--- config.mk ---
export PLATFORM = sky130hd
export DESIGN_NAME = servo_pulse_and_slew_estimator_core
export DESIGN_NICKNAME = d
export VERILOG_FILES = /design/src/sps_pkg.sv /design/src/sps_cfg_regs.sv /design/src/sps_divider.sv /design/src/servo_pulse_and_slew_estimator_core.sv
export VERILOG_INCLUDE_DIRS = /design/src /design/src/src
export SDC_FILE = /design/constraint.sdc
export NUM_CORES = 2
export LEC_CHECK = 0
export BUFFER_PORTS_ARGS = -buffer_cell sky130_fd_sc_hd__buf_4
export CORE_ASPECT_RATIO = 1.4
export CORE_UTILIZATION = 60
export CTS_BUF_LIST = sky130_fd_sc_hd__clkbuf_2
export DETAILED_ROUTE_END_ITERATION = 10
export GPL_ROUTABILITY_DRIVEN = 0
export PLACE_DENSITY = 0.82
export SLEW_MARGIN = 20
export SYNTH_ARGS = -nofsm -noshare
export SYNTH_HDL_FRONTEND = slang
export SYNTH_SLANG_ARGS = --single-unit
--- constraint.sdc ---
create_clock -name clk -period 13.3 [get_ports clk]
set_input_delay 3.99 -clock clk [delete_from_list [all_inputs] [get_ports clk]]
set_output_delay 3.99 -clock clk [all_outputs]
set_load 0.03 [all_outputs]
--- src/assert_macros.svh ---
// Assertion macros shared by the servo pulse and slew estimator RTL.
// Depends on nothing; included by the files that carry assertions.
`ifndef ASSERT_MACROS_SVH
`define ASSERT_MACROS_SVH

// Same-cycle implication under synchronous reset.
`define SPS_ASSERT_IMP(lbl, clk, rst, ante, cons) \
  lbl: assert property (@(posedge clk) disable iff (rst) (ante) |-> (cons)) \
    else $error("sps assertion failed");

// Next-cycle implication under synchronous reset.
`define SPS_ASSERT_NXT(lbl, clk, rst, ante, cons) \
  lbl: assert property (@(posedge clk) disable iff (rst) (ante) |=> (cons)) \
    else $error("sps assertion failed");

`endif

--- src/sps_pkg.sv ---
// Types and constants for the servo pulse and slew estimator.
// No dependencies; imported by every module of the block.
`default_nettype none

package sps_pkg;

  localparam int ANGLE_W   = 16;
  localparam int PULSE_W   = 16;
  localparam int SLEW_W    = 20;
  localparam int CFG_IDX_W = 3;
  localparam int CFG_DAT_W = 20;

  // divider geometry: 16 x 16 bit pulse product over a 16 bit angle span
  localparam int DIV_W     = 32;
  localparam int DVS_W     = 16;
  localparam int DIV_CNT_W = 5;

  // slew step: 20 x 17 bit product over one million, taken as a shift by six and a
  // multiply by the rounded-up reciprocal of 15625, exact for a 31-bit operand
  localparam int SLEW_PROD_W  = 37;
  localparam int MPS_SHIFT    = 6;
  localparam int SLEW_Y_W     = SLEW_PROD_W - MPS_SHIFT;
  localparam int RECIP_W      = 32;
  localparam int RECIP_PROD_W = SLEW_Y_W + RECIP_W;
  localparam int RECIP_SHIFT  = 45;
  localparam int STEP_W       = 18;

  localparam int                 MICROS_PER_SECOND = 1000000;
  localparam logic [RECIP_W-1:0] RECIP_15625       = 32'd2251799814;
  localparam logic [PULSE_W-1:0] REST_RESET        = 16'd5000;

  localparam logic [CFG_IDX_W-1:0] REG_MIN_PULSE = 3'd0;
  localparam logic [CFG_IDX_W-1:0] REG_MAX_PULSE = 3'd1;
  localparam logic [CFG_IDX_W-1:0] REG_MIN_ANGLE = 3'd2;
  localparam logic [CFG_IDX_W-1:0] REG_MAX_ANGLE = 3'd3;
  localparam logic [CFG_IDX_W-1:0] REG_SLEW_RATE = 3'd4;
  localparam logic [CFG_IDX_W-1:0] REG_ENABLE    = 3'd5;
  localparam logic [CFG_IDX_W-1:0] REG_REST      = 3'd6;

  typedef struct packed {
    logic [PULSE_W-1:0]        min_pulse_us;
    logic [PULSE_W-1:0]        max_pulse_us;
    logic signed [ANGLE_W-1:0] min_angle;
    logic signed [ANGLE_W-1:0] max_angle;
    logic [SLEW_W-1:0]         slew_rate;
    logic                      channel_enable;
    logic [PULSE_W-1:0]        rest_interval_us;
  } sps_cfg_t;

  typedef enum logic [2:0] {
    ST_IDLE,
    ST_LOAD,
    ST_DIV_MAP,
    ST_SLEW,
    ST_SLEW_MUL,
    ST_SLEW_STEP,
    ST_WRITE
  } sps_state_t;

endpackage

`default_nettype wire

--- src/sps_cfg_regs.sv ---
// Configuration register file of the servo pulse and slew estimator.
// Depends on sps_pkg for register indexes and the configuration struct.
`default_nettype none

module sps_cfg_regs (
  input  wire logic                           clk,
  input  wire logic                           rst,
  input  wire logic                           cfg_valid,
  output logic                                cfg_ready,
  input  wire logic [sps_pkg::CFG_IDX_W-1:0]  cfg_index,
  input  wire logic [sps_pkg::CFG_DAT_W-1:0]  cfg_data,
  output sps_pkg::sps_cfg_t                   cfg
);
  import sps_pkg::*;

  assign cfg_ready = 1'b1;

  always_ff @(posedge clk) begin
    if (rst) begin
      cfg.min_pulse_us     <= '0;
      cfg.max_pulse_us     <= '0;
      cfg.min_angle        <= '0;
      cfg.max_angle        <= '0;
      cfg.slew_rate        <= '0;
      cfg.channel_enable   <= 1'b0;
      cfg.rest_interval_us <= REST_RESET;
    end else if (cfg_valid && cfg_ready) begin
      case (cfg_index)
        REG_MIN_PULSE: cfg.min_pulse_us     <= cfg_data[PULSE_W-1:0];
        REG_MAX_PULSE: cfg.max_pulse_us     <= cfg_data[PULSE_W-1:0];
        REG_MIN_ANGLE: cfg.min_angle        <= cfg_data[ANGLE_W-1:0];
        REG_MAX_ANGLE: cfg.max_angle        <= cfg_data[ANGLE_W-1:0];
        REG_SLEW_RATE: cfg.slew_rate        <= cfg_data[SLEW_W-1:0];
        REG_ENABLE:    cfg.channel_enable   <= cfg_data[0];
        REG_REST:      cfg.rest_interval_us <= cfg_data[PULSE_W-1:0];
        default: ;
      endcase
    end
  end

endmodule

`default_nettype wire

--- src/sps_divider.sv ---
// Restoring divider for the pulse mapping, one quotient bit per cycle.
// Depends on sps_pkg for its widths and on assert_macros.svh.
`default_nettype none

module sps_divider (
  input  wire logic                       clk,
  input  wire logic                       rst,
  input  wire logic                       start,
  input  wire logic [sps_pkg::DIV_W-1:0]  dividend,
  input  wire logic [sps_pkg::DVS_W-1:0]  divisor,
  output logic                            done,
  output logic [sps_pkg::DIV_W-1:0]       quotient
);
  import sps_pkg::*;

  localparam logic [DIV_CNT_W-1:0] LAST = DIV_CNT_W'(DIV_W - 1);

  logic                 busy;
  logic [DIV_CNT_W-1:0] cnt;
  logic [DVS_W-1:0]     rem;
  logic [DVS_W-1:0]     dvs;
  logic [DIV_W-1:0]     quo;
  logic [DVS_W:0]       rem_sh;
  logic [DVS_W:0]       rem_sub;
  logic                 fits;

  always_comb begin
    rem_sh  = {rem, quo[DIV_W-1]};
    rem_sub = rem_sh - {1'b0, dvs};
    fits    = rem_sh >= {1'b0, dvs};
  end

  always_ff @(posedge clk) begin
    if (rst) begin
      busy <= 1'b0;
      done <= 1'b0;
      cnt  <= '0;
    end else begin
      done <= busy && (cnt == LAST);
      if (start) begin
        busy <= 1'b1;
        cnt  <= '0;
      end else if (busy) begin
        if (cnt == LAST) begin
          busy <= 1'b0;
        end
        cnt <= cnt + 1'b1;
      end
    end
  end

  always_ff @(posedge clk) begin
    if (start) begin
      rem <= '0;
      dvs <= divisor;
      quo <= dividend;
    end else if (busy) begin
      rem <= fits ? rem_sub[DVS_W-1:0] : rem_sh[DVS_W-1:0];
      quo <= {quo[DIV_W-2:0], fits};
    end
  end

  assign quotient = quo;

  `include "assert_macros.svh"

  `SPS_ASSERT_IMP(a_rem_below_divisor, clk, rst, busy && dvs != '0, rem < dvs)
  `SPS_ASSERT_NXT(a_start_runs, clk, rst, start, busy && cnt == '0)
  `SPS_ASSERT_IMP(a_done_after_run, clk, rst, done, !busy && $past(busy))

endmodule

`default_nettype wire

--- src/servo_pulse_and_slew_estimator_core.sv ---
// Servo pulse and slew estimator: clamps a target angle, maps it onto the pulse range and
// advances a shaft angle estimate. Uses sps_pkg, sps_cfg_regs, sps_divider, assert_macros.svh.
//
// An accepted item passes through a load state, the 32-step pass of the pulse mapping
// through the restoring divider, the slew states ST_SLEW, ST_SLEW_MUL and ST_SLEW_STEP,
// which divide by one million as a shift and a reciprocal multiplication, and a write
// state. A zero angle span or inverted limits skip the divider pass and a zero slew rate
// skips the slew multiply. in_ready is high only while the sequencer is idle; a result
// waits in the output register until taken, and the next item can be accepted in the
// cycle after the result is written there.
// An item arriving while the channel is disabled is taken and dropped without a result.
// Configuration writes are taken every cycle and must only be made while the block is idle.
`default_nettype none

module servo_pulse_and_slew_estimator_core (
  input  wire logic                                clk,
  input  wire logic                                rst,
  input  wire logic                                cfg_valid,
  output logic                                     cfg_ready,
  input  wire logic [sps_pkg::CFG_IDX_W-1:0]       cfg_index,
  input  wire logic [sps_pkg::CFG_DAT_W-1:0]       cfg_data,
  input  wire logic                                in_valid,
  output logic                                     in_ready,
  input  wire logic signed [sps_pkg::ANGLE_W-1:0]  target_angle,
  output logic                                     out_valid,
  input  wire logic                                out_ready,
  output logic [sps_pkg::PULSE_W-1:0]              pulse_width_us,
  output logic signed [sps_pkg::ANGLE_W-1:0]       estimated_angle
);
  import sps_pkg::*;

  sps_cfg_t   cfg;
  sps_state_t state;
  sps_state_t state_next;

  logic signed [ANGLE_W-1:0] target;
  logic signed [ANGLE_W-1:0] angle_estimate;
  logic [PULSE_W-1:0]        pulse;
  logic                      dp_neg;

  logic signed [ANGLE_W-1:0] lo_clamp;
  logic signed [ANGLE_W-1:0] clamped;
  logic signed [ANGLE_W:0]   span;
  logic signed [ANGLE_W:0]   diff;
  logic signed [PULSE_W:0]   dp;
  logic [PULSE_W-1:0]        dp_mag;
  logic [2*PULSE_W-1:0]      map_prod;
  logic [PULSE_W:0]          spent;
  logic [SLEW_PROD_W-1:0]    slew_prod;
  logic [SLEW_Y_W-1:0]       slew_y;
  logic [RECIP_PROD_W-1:0]   recip_prod;
  logic [STEP_W-1:0]         step;

  logic signed [SLEW_W-1:0]  est_ext;
  logic signed [SLEW_W-1:0]  tgt_ext;
  logic signed [SLEW_W-1:0]  step_ext;
  logic signed [SLEW_W-1:0]  est_down;
  logic signed [SLEW_W-1:0]  est_up;
  logic signed [ANGLE_W-1:0] est_slew;

  logic                      div_start;
  logic                      div_done;
  logic [DIV_W-1:0]          div_dividend;
  logic [DVS_W-1:0]          div_divisor;
  logic [DIV_W-1:0]          div_quo;
  logic                      span_pos;
  logic                      out_free;

  sps_cfg_regs u_regs (
    .clk       (clk),
    .rst       (rst),
    .cfg_valid (cfg_valid),
    .cfg_ready (cfg_ready),
    .cfg_index (cfg_index),
    .cfg_data  (cfg_data),
    .cfg       (cfg)
  );

  sps_divider u_div (
    .clk      (clk),
    .rst      (rst),
    .start    (div_start),
    .dividend (div_dividend),
    .divisor  (div_divisor),
    .done     (div_done),
    .quotient (div_quo)
  );

  always_comb begin
    lo_clamp   = (target < cfg.min_angle) ? cfg.min_angle : target;
    clamped    = (lo_clamp > cfg.max_angle) ? cfg.max_angle : lo_clamp;
    span       = {cfg.max_angle[ANGLE_W-1], cfg.max_angle}
               - {cfg.min_angle[ANGLE_W-1], cfg.min_angle};
    diff       = {clamped[ANGLE_W-1], clamped} - {cfg.min_angle[ANGLE_W-1], cfg.min_angle};
    dp         = {1'b0, cfg.max_pulse_us} - {1'b0, cfg.min_pulse_us};
    dp_mag     = dp[PULSE_W] ? PULSE_W'(-dp) : dp[PULSE_W-1:0];
    map_prod   = (2*PULSE_W)'(dp_mag) * (2*PULSE_W)'(diff[ANGLE_W-1:0]);
    span_pos   = !span[ANGLE_W] && (span != '0);
    spent      = {1'b0, cfg.rest_interval_us} + {1'b0, pulse};
    slew_prod  = SLEW_PROD_W'(cfg.slew_rate) * SLEW_PROD_W'(spent);
    recip_prod = RECIP_PROD_W'(slew_y) * RECIP_PROD_W'(RECIP_15625);
    out_free   = !out_valid || out_ready;
  end

  always_comb begin
    est_ext  = SLEW_W'(angle_estimate);
    tgt_ext  = SLEW_W'(target);
    step_ext = {2'b00, step};
    est_down = est_ext - step_ext;
    est_up   = est_ext + step_ext;
    if (angle_estimate > target) begin
      est_slew = (est_down < tgt_ext) ? target : est_down[ANGLE_W-1:0];
    end else if (angle_estimate < target) begin
      est_slew = (est_up > tgt_ext) ? target : est_up[ANGLE_W-1:0];
    end else begin
      est_slew = angle_estimate;
    end
  end

  always_comb begin
    state_next = state;
    case (state)
      ST_IDLE: begin
        if (in_valid && cfg.channel_enable) begin
          state_next = ST_LOAD;
        end
      end
      ST_LOAD: begin
        state_next = span_pos ? ST_DIV_MAP : ST_SLEW;
      end
      ST_DIV_MAP: begin
        if (div_done) begin
          state_next = ST_SLEW;
        end
      end
      ST_SLEW: begin
        state_next = (cfg.slew_rate == '0) ? ST_WRITE : ST_SLEW_MUL;
      end
      ST_SLEW_MUL: begin
        state_next = ST_SLEW_STEP;
      end
      ST_SLEW_STEP: begin
        state_next = ST_WRITE;
      end
      ST_WRITE: begin
        if (out_free) begin
          state_next = ST_IDLE;
        end
      end
      default: state_next = ST_IDLE;
    endcase
  end

  always_comb begin
    in_ready     = 1'b0;
    div_start    = 1'b0;
    div_dividend = DIV_W'(map_prod);
    div_divisor  = DVS_W'(span[ANGLE_W-1:0]);
    case (state)
      ST_IDLE: begin
        in_ready = 1'b1;
      end
      ST_LOAD: begin
        div_start = span_pos;
      end
      default: ;
    endcase
  end

  always_ff @(posedge clk) begin
    if (rst) begin
      state          <= ST_IDLE;
      out_valid      <= 1'b0;
      angle_estimate <= '0;
    end else begin
      state <= state_next;
      if (out_valid && out_ready) begin
        out_valid <= 1'b0;
      end
      if (state == ST_WRITE && out_free) begin
        out_valid <= 1'b1;
      end
      if (state == ST_SLEW && cfg.slew_rate == '0) begin
        angle_estimate <= target;
      end
      if (state == ST_SLEW_STEP) begin
        angle_estimate <= est_slew;
      end
    end
  end

  always_ff @(posedge clk) begin
    case (state)
      ST_IDLE: begin
        if (in_valid) begin
          target <= target_angle;
        end
      end
      ST_LOAD: begin
        dp_neg <= dp[PULSE_W];
        if (span == '0) begin
          pulse <= cfg.min_pulse_us;
        end else if (span[ANGLE_W]) begin
          pulse <= cfg.max_pulse_us;
        end
      end
      ST_DIV_MAP: begin
        if (div_done) begin
          pulse <= dp_neg ? cfg.min_pulse_us - div_quo[PULSE_W-1:0]
                          : cfg.min_pulse_us + div_quo[PULSE_W-1:0];
        end
      end
      ST_SLEW: begin
        slew_y <= slew_prod[SLEW_PROD_W-1:MPS_SHIFT];
      end
      ST_SLEW_MUL: begin
        step <= recip_prod[RECIP_SHIFT+STEP_W-1:RECIP_SHIFT];
      end
      ST_WRITE: begin
        if (out_free) begin
          pulse_width_us  <= pulse;
          estimated_angle <= angle_estimate;
        end
      end
      default: ;
    endcase
  end

  `include "assert_macros.svh"

  `SPS_ASSERT_IMP(a_done_in_div, clk, rst, div_done, state == ST_DIV_MAP)
  `SPS_ASSERT_NXT(a_disabled_drops, clk, rst,
                  in_valid && in_ready && !cfg.channel_enable,
                  state == ST_IDLE && !$rose(out_valid))
  `SPS_ASSERT_IMP(a_result_matches_state, clk, rst, $rose(out_valid),
                  estimated_angle == angle_estimate)

endmodule

`default_nettype wire

==> flow_summary.yaml <==
synth:
  netlist_area_um2: 53800
  yosysTopAreaCell: "fa_1"
  synth.most_common_cell: "inv_1"
  netlist_top_cells_count: "inv_1 (1160), fa_1 (848), ha_1 (779), nand2_1 (691), nor2_1 (291)"
  synth_edf_count: 162
  synth_ff_type: "edfxtp_1"
  ys_seq_area_share_pct: 14.4
  yosys_warnings: 0
  avgSynthCellArea_um2: 9.27
  ys_ff_latch: 306
  yosysUniqueCellTypes: 88
  async_flop_share_pct: 0
  synth_top_area_share_pct: 31.5
  synth_fp_nets: 7475
  synth.top_cells.by_area: "fa_1 (32%), ha_1 (18%), edfxtp_1 (9.0%), inv_1 (8.1%), dfxtp_1 (5.4%)"
  syn_inst: 5804
timing:
  fin_crit_sh_pct: 94.6
  final_hold_viol_count: 0
  skew_ns: 0.195
  worst_pin_slew_ns: 1.23
  setup_viol_count_final: 0
  fmax_mhz: 79.5
  fin_crit_ns: 12.58
  relSlewSlack_pct: 18.0
  slew_violations: 0
setup_path:
  worstSetupEndpoint: "u_div.quotient[30]"
  crit_required_ns: 14.36
  cp_common_cell: "fa_1"
  crit_type: "register to register"
  reg2reg_from: "u_regs.cfg[54]"
  critPathBufInv: 5
  path_depth: 51
  slowest_stage: "or4b_1"
  crit_path_end_kind: "register"
  startpoint_type: "register"
  worst_r2r_path_depth: 51
  cp_top_family: "adder cells"
  reg2reg_setup_slack_ns: 0.72
  r2r_end: "u_div.quotient[30]"
  critPathMaxStageDelay_ns: 0.55
  arrival_ns: 13.65
  crit_start: "u_regs.cfg[54]"
  crit_fanout: 14
route:
  drc: 0
  wl_um: 146000
  drt_pass1_iterations: 6
  drt_iter0_markers: 3000
  ant_nets: 0
  via_per_inst: 5.91
  wl_per_cell_um: 20.6
  vias: 42000
finish:
  nets: 7531
  drive_above_1_share_pct: 6.24
  n_fill_cell: 7019
  syn_to_final_growth_pct: 5.21
  final_util_pct: 63.9
status:
  status: "complete, no violations"
cts:
  cts_buffers: 79
  tritoncts: "built"
  cts.clk_slew.worst_paths_ns: 0.11
  cts.htree.levels: 3
  cts.sinks: 306
  clk_latency_ns: 1.36
  cts-root-buf: "clkbuf_2"
  postCtsHoldBufs: 0
  ctsLongestPathBuffers: 3
grt:
  globalRouteMet2Util_pct: 56.9
  met1_usage_pct: 35.2
  grt_overflow: 0
  grtUsageMet3_pct: 7.48
  grt_pass1_vias: 45200
  grt_max_degree: 80
  grt_first_pass_wirelength_um: 234000
  grt_antenna_before_repair: 8
  grt.busiest_layer: "met2"
  grt_util_all_layers_pct: 33.6
floorplan:
  die_x_um: 255
  core_um2: 88600
  initial_core_util_pct: 60.7
  rows: 129
  die_y_um: 356
  io_pins: 79
  fp.dieArea_um2: 90900
worst_hold_path:
  hold_class: "register to register"
job:
  cap_violations: 0
placed_design:
  portBuffers: 77
  dp_hpwl_um: 118000
cell usage in the layout, fill, tap and decap left out, drive strengths merged, types with 13 or more instances in the layout:
cell type and n:
a211oi 43, a21o 65, a21oi 267, a31oi 20, and2 134, and3 32, buf 142, clkbuf 109
clkinv 29, dfxtp 144, edfxtp 162, fa 848, ha 779, inv 1163, mux2 40, mux2i 35
nand2 691, nand2b 60, nand3 68, nand3b 13, nand4 32, nor2 291, nor2b 51, nor3 69
nor3b 17, nor4 20, o21a 38, o21ai 122, o21bai 36, or2 21, or3 17, xnor2 141
xor2 51
layout make-up:
type	instances	area (um2)	area share, %
diodes	7	17.5	0.0309
clock buffers	109	546	0.963
clock inverters	39	229	0.404
inverters	1160	4350	7.69
multi-input cells	4171	41200	72.7
flip-flops and latches	306	7750	13.7
well taps	1179	1480	2.60
repair buffers	142	1070	1.89
sequential cells by signal, summed over array words and instances, names as in the netlist:
signal / flops
u_div.dvs: 16
pulse_width_us: 16
u_div.busy: 1
out_valid: 1
u_div.cnt: 5
estimated_angle: 16
state: 3
target: 16
u_div.quotient: 32
slew_y: 31
pulse: 16
u_regs.cfg: 101
u_div.done: 1
u_div.rem: 16
dp_neg: 1
step: 18
angle_estimate: 16
stage by stage:
stage               setup slack, ns  cell area (um2)  hold slack [ns]  std cells  TNS, ns
global placement              0.540            55800            0.443       6958        0
CTS                           0.199            56500            0.461       7106        0
global route                -0.0119            56600            0.442       7112  -0.0119
finish                        0.718            56600            0.430       7113        0
detailed placement            0.294            55800            0.442       6958        0
floorplan                     0.812            53800            0.431       5804        0
worst register-to-register path: cells and delay by family (launching register included):
| family | cells | cell delay, ns |
|---|---|---|
| xor gates and xnor gates | 1 | 0.23 |
| and+or+nand+nor | 10 | 1.92 |
| AOI/OAI and AO/OA | 22 | 4.13 |
| buffers and inverters | 5 | 0.51 |
| adders and majority gates | 11 | 4.55 |
| DFF | 1 | 0.41 |
| muxes | 2 | 0.52 |
layer usage:
metal | share of wire [%] | vias up
li1 | - | 18800
met1 | 33 | 20500
met2 | 49 | 1904
met3 | 7.6 | 798
met4 | 10 | 8
met5 | 0.041 | -
cells by family (layout without fill, tap and decap cells):
| group | Yosys count | after routing | synth area share, % |
|---|---|---|---|
| AOI/OAI and AO/OA | 741 | 741 | 8.81 |
| xor gates and xnor gates | 192 | 192 | 3.12 |
| adders and majority gates | 1627 | 1627 | 49.6 |
| buffers and inverters | 1327 | 1450 | 9.34 |
| DFF | 306 | 306 | 14.4 |
| muxes | 75 | 75 | 1.49 |
| other | 1 | 8 | 0.00697 |
| and+or+nand+nor | 1535 | 1535 | 13.2 |
worst min path at each step:
stage | startpoint | to | slack [ns] | depth (start not counted)
global route | pulse[9] | pulse_width_us[9] | 0.44 | 0
floorplan | pulse[0] | pulse_width_us[0] | 0.43 | 0
global placement | u_regs.cfg[31] | u_regs.cfg[31] | 0.44 | 2
detailed placement | pulse[0] | pulse_width_us[0] | 0.44 | 0
finish | pulse[9] | pulse_width_us[9] | 0.43 | 0
CTS | pulse[9] | pulse_width_us[9] | 0.46 | 0
repair_timing:
| item | 4_1_cts | 5_1_grt |
|---|---|---|
| setup endpoints to repair | 0 | 13 |
| setup buffers | 0 | 0 |
| resized for setup | 0 | 12 |
Power is left out: the tool's default activity adds up to more than one toggle a clock period on the data nets, which glitch-free logic cannot reach.
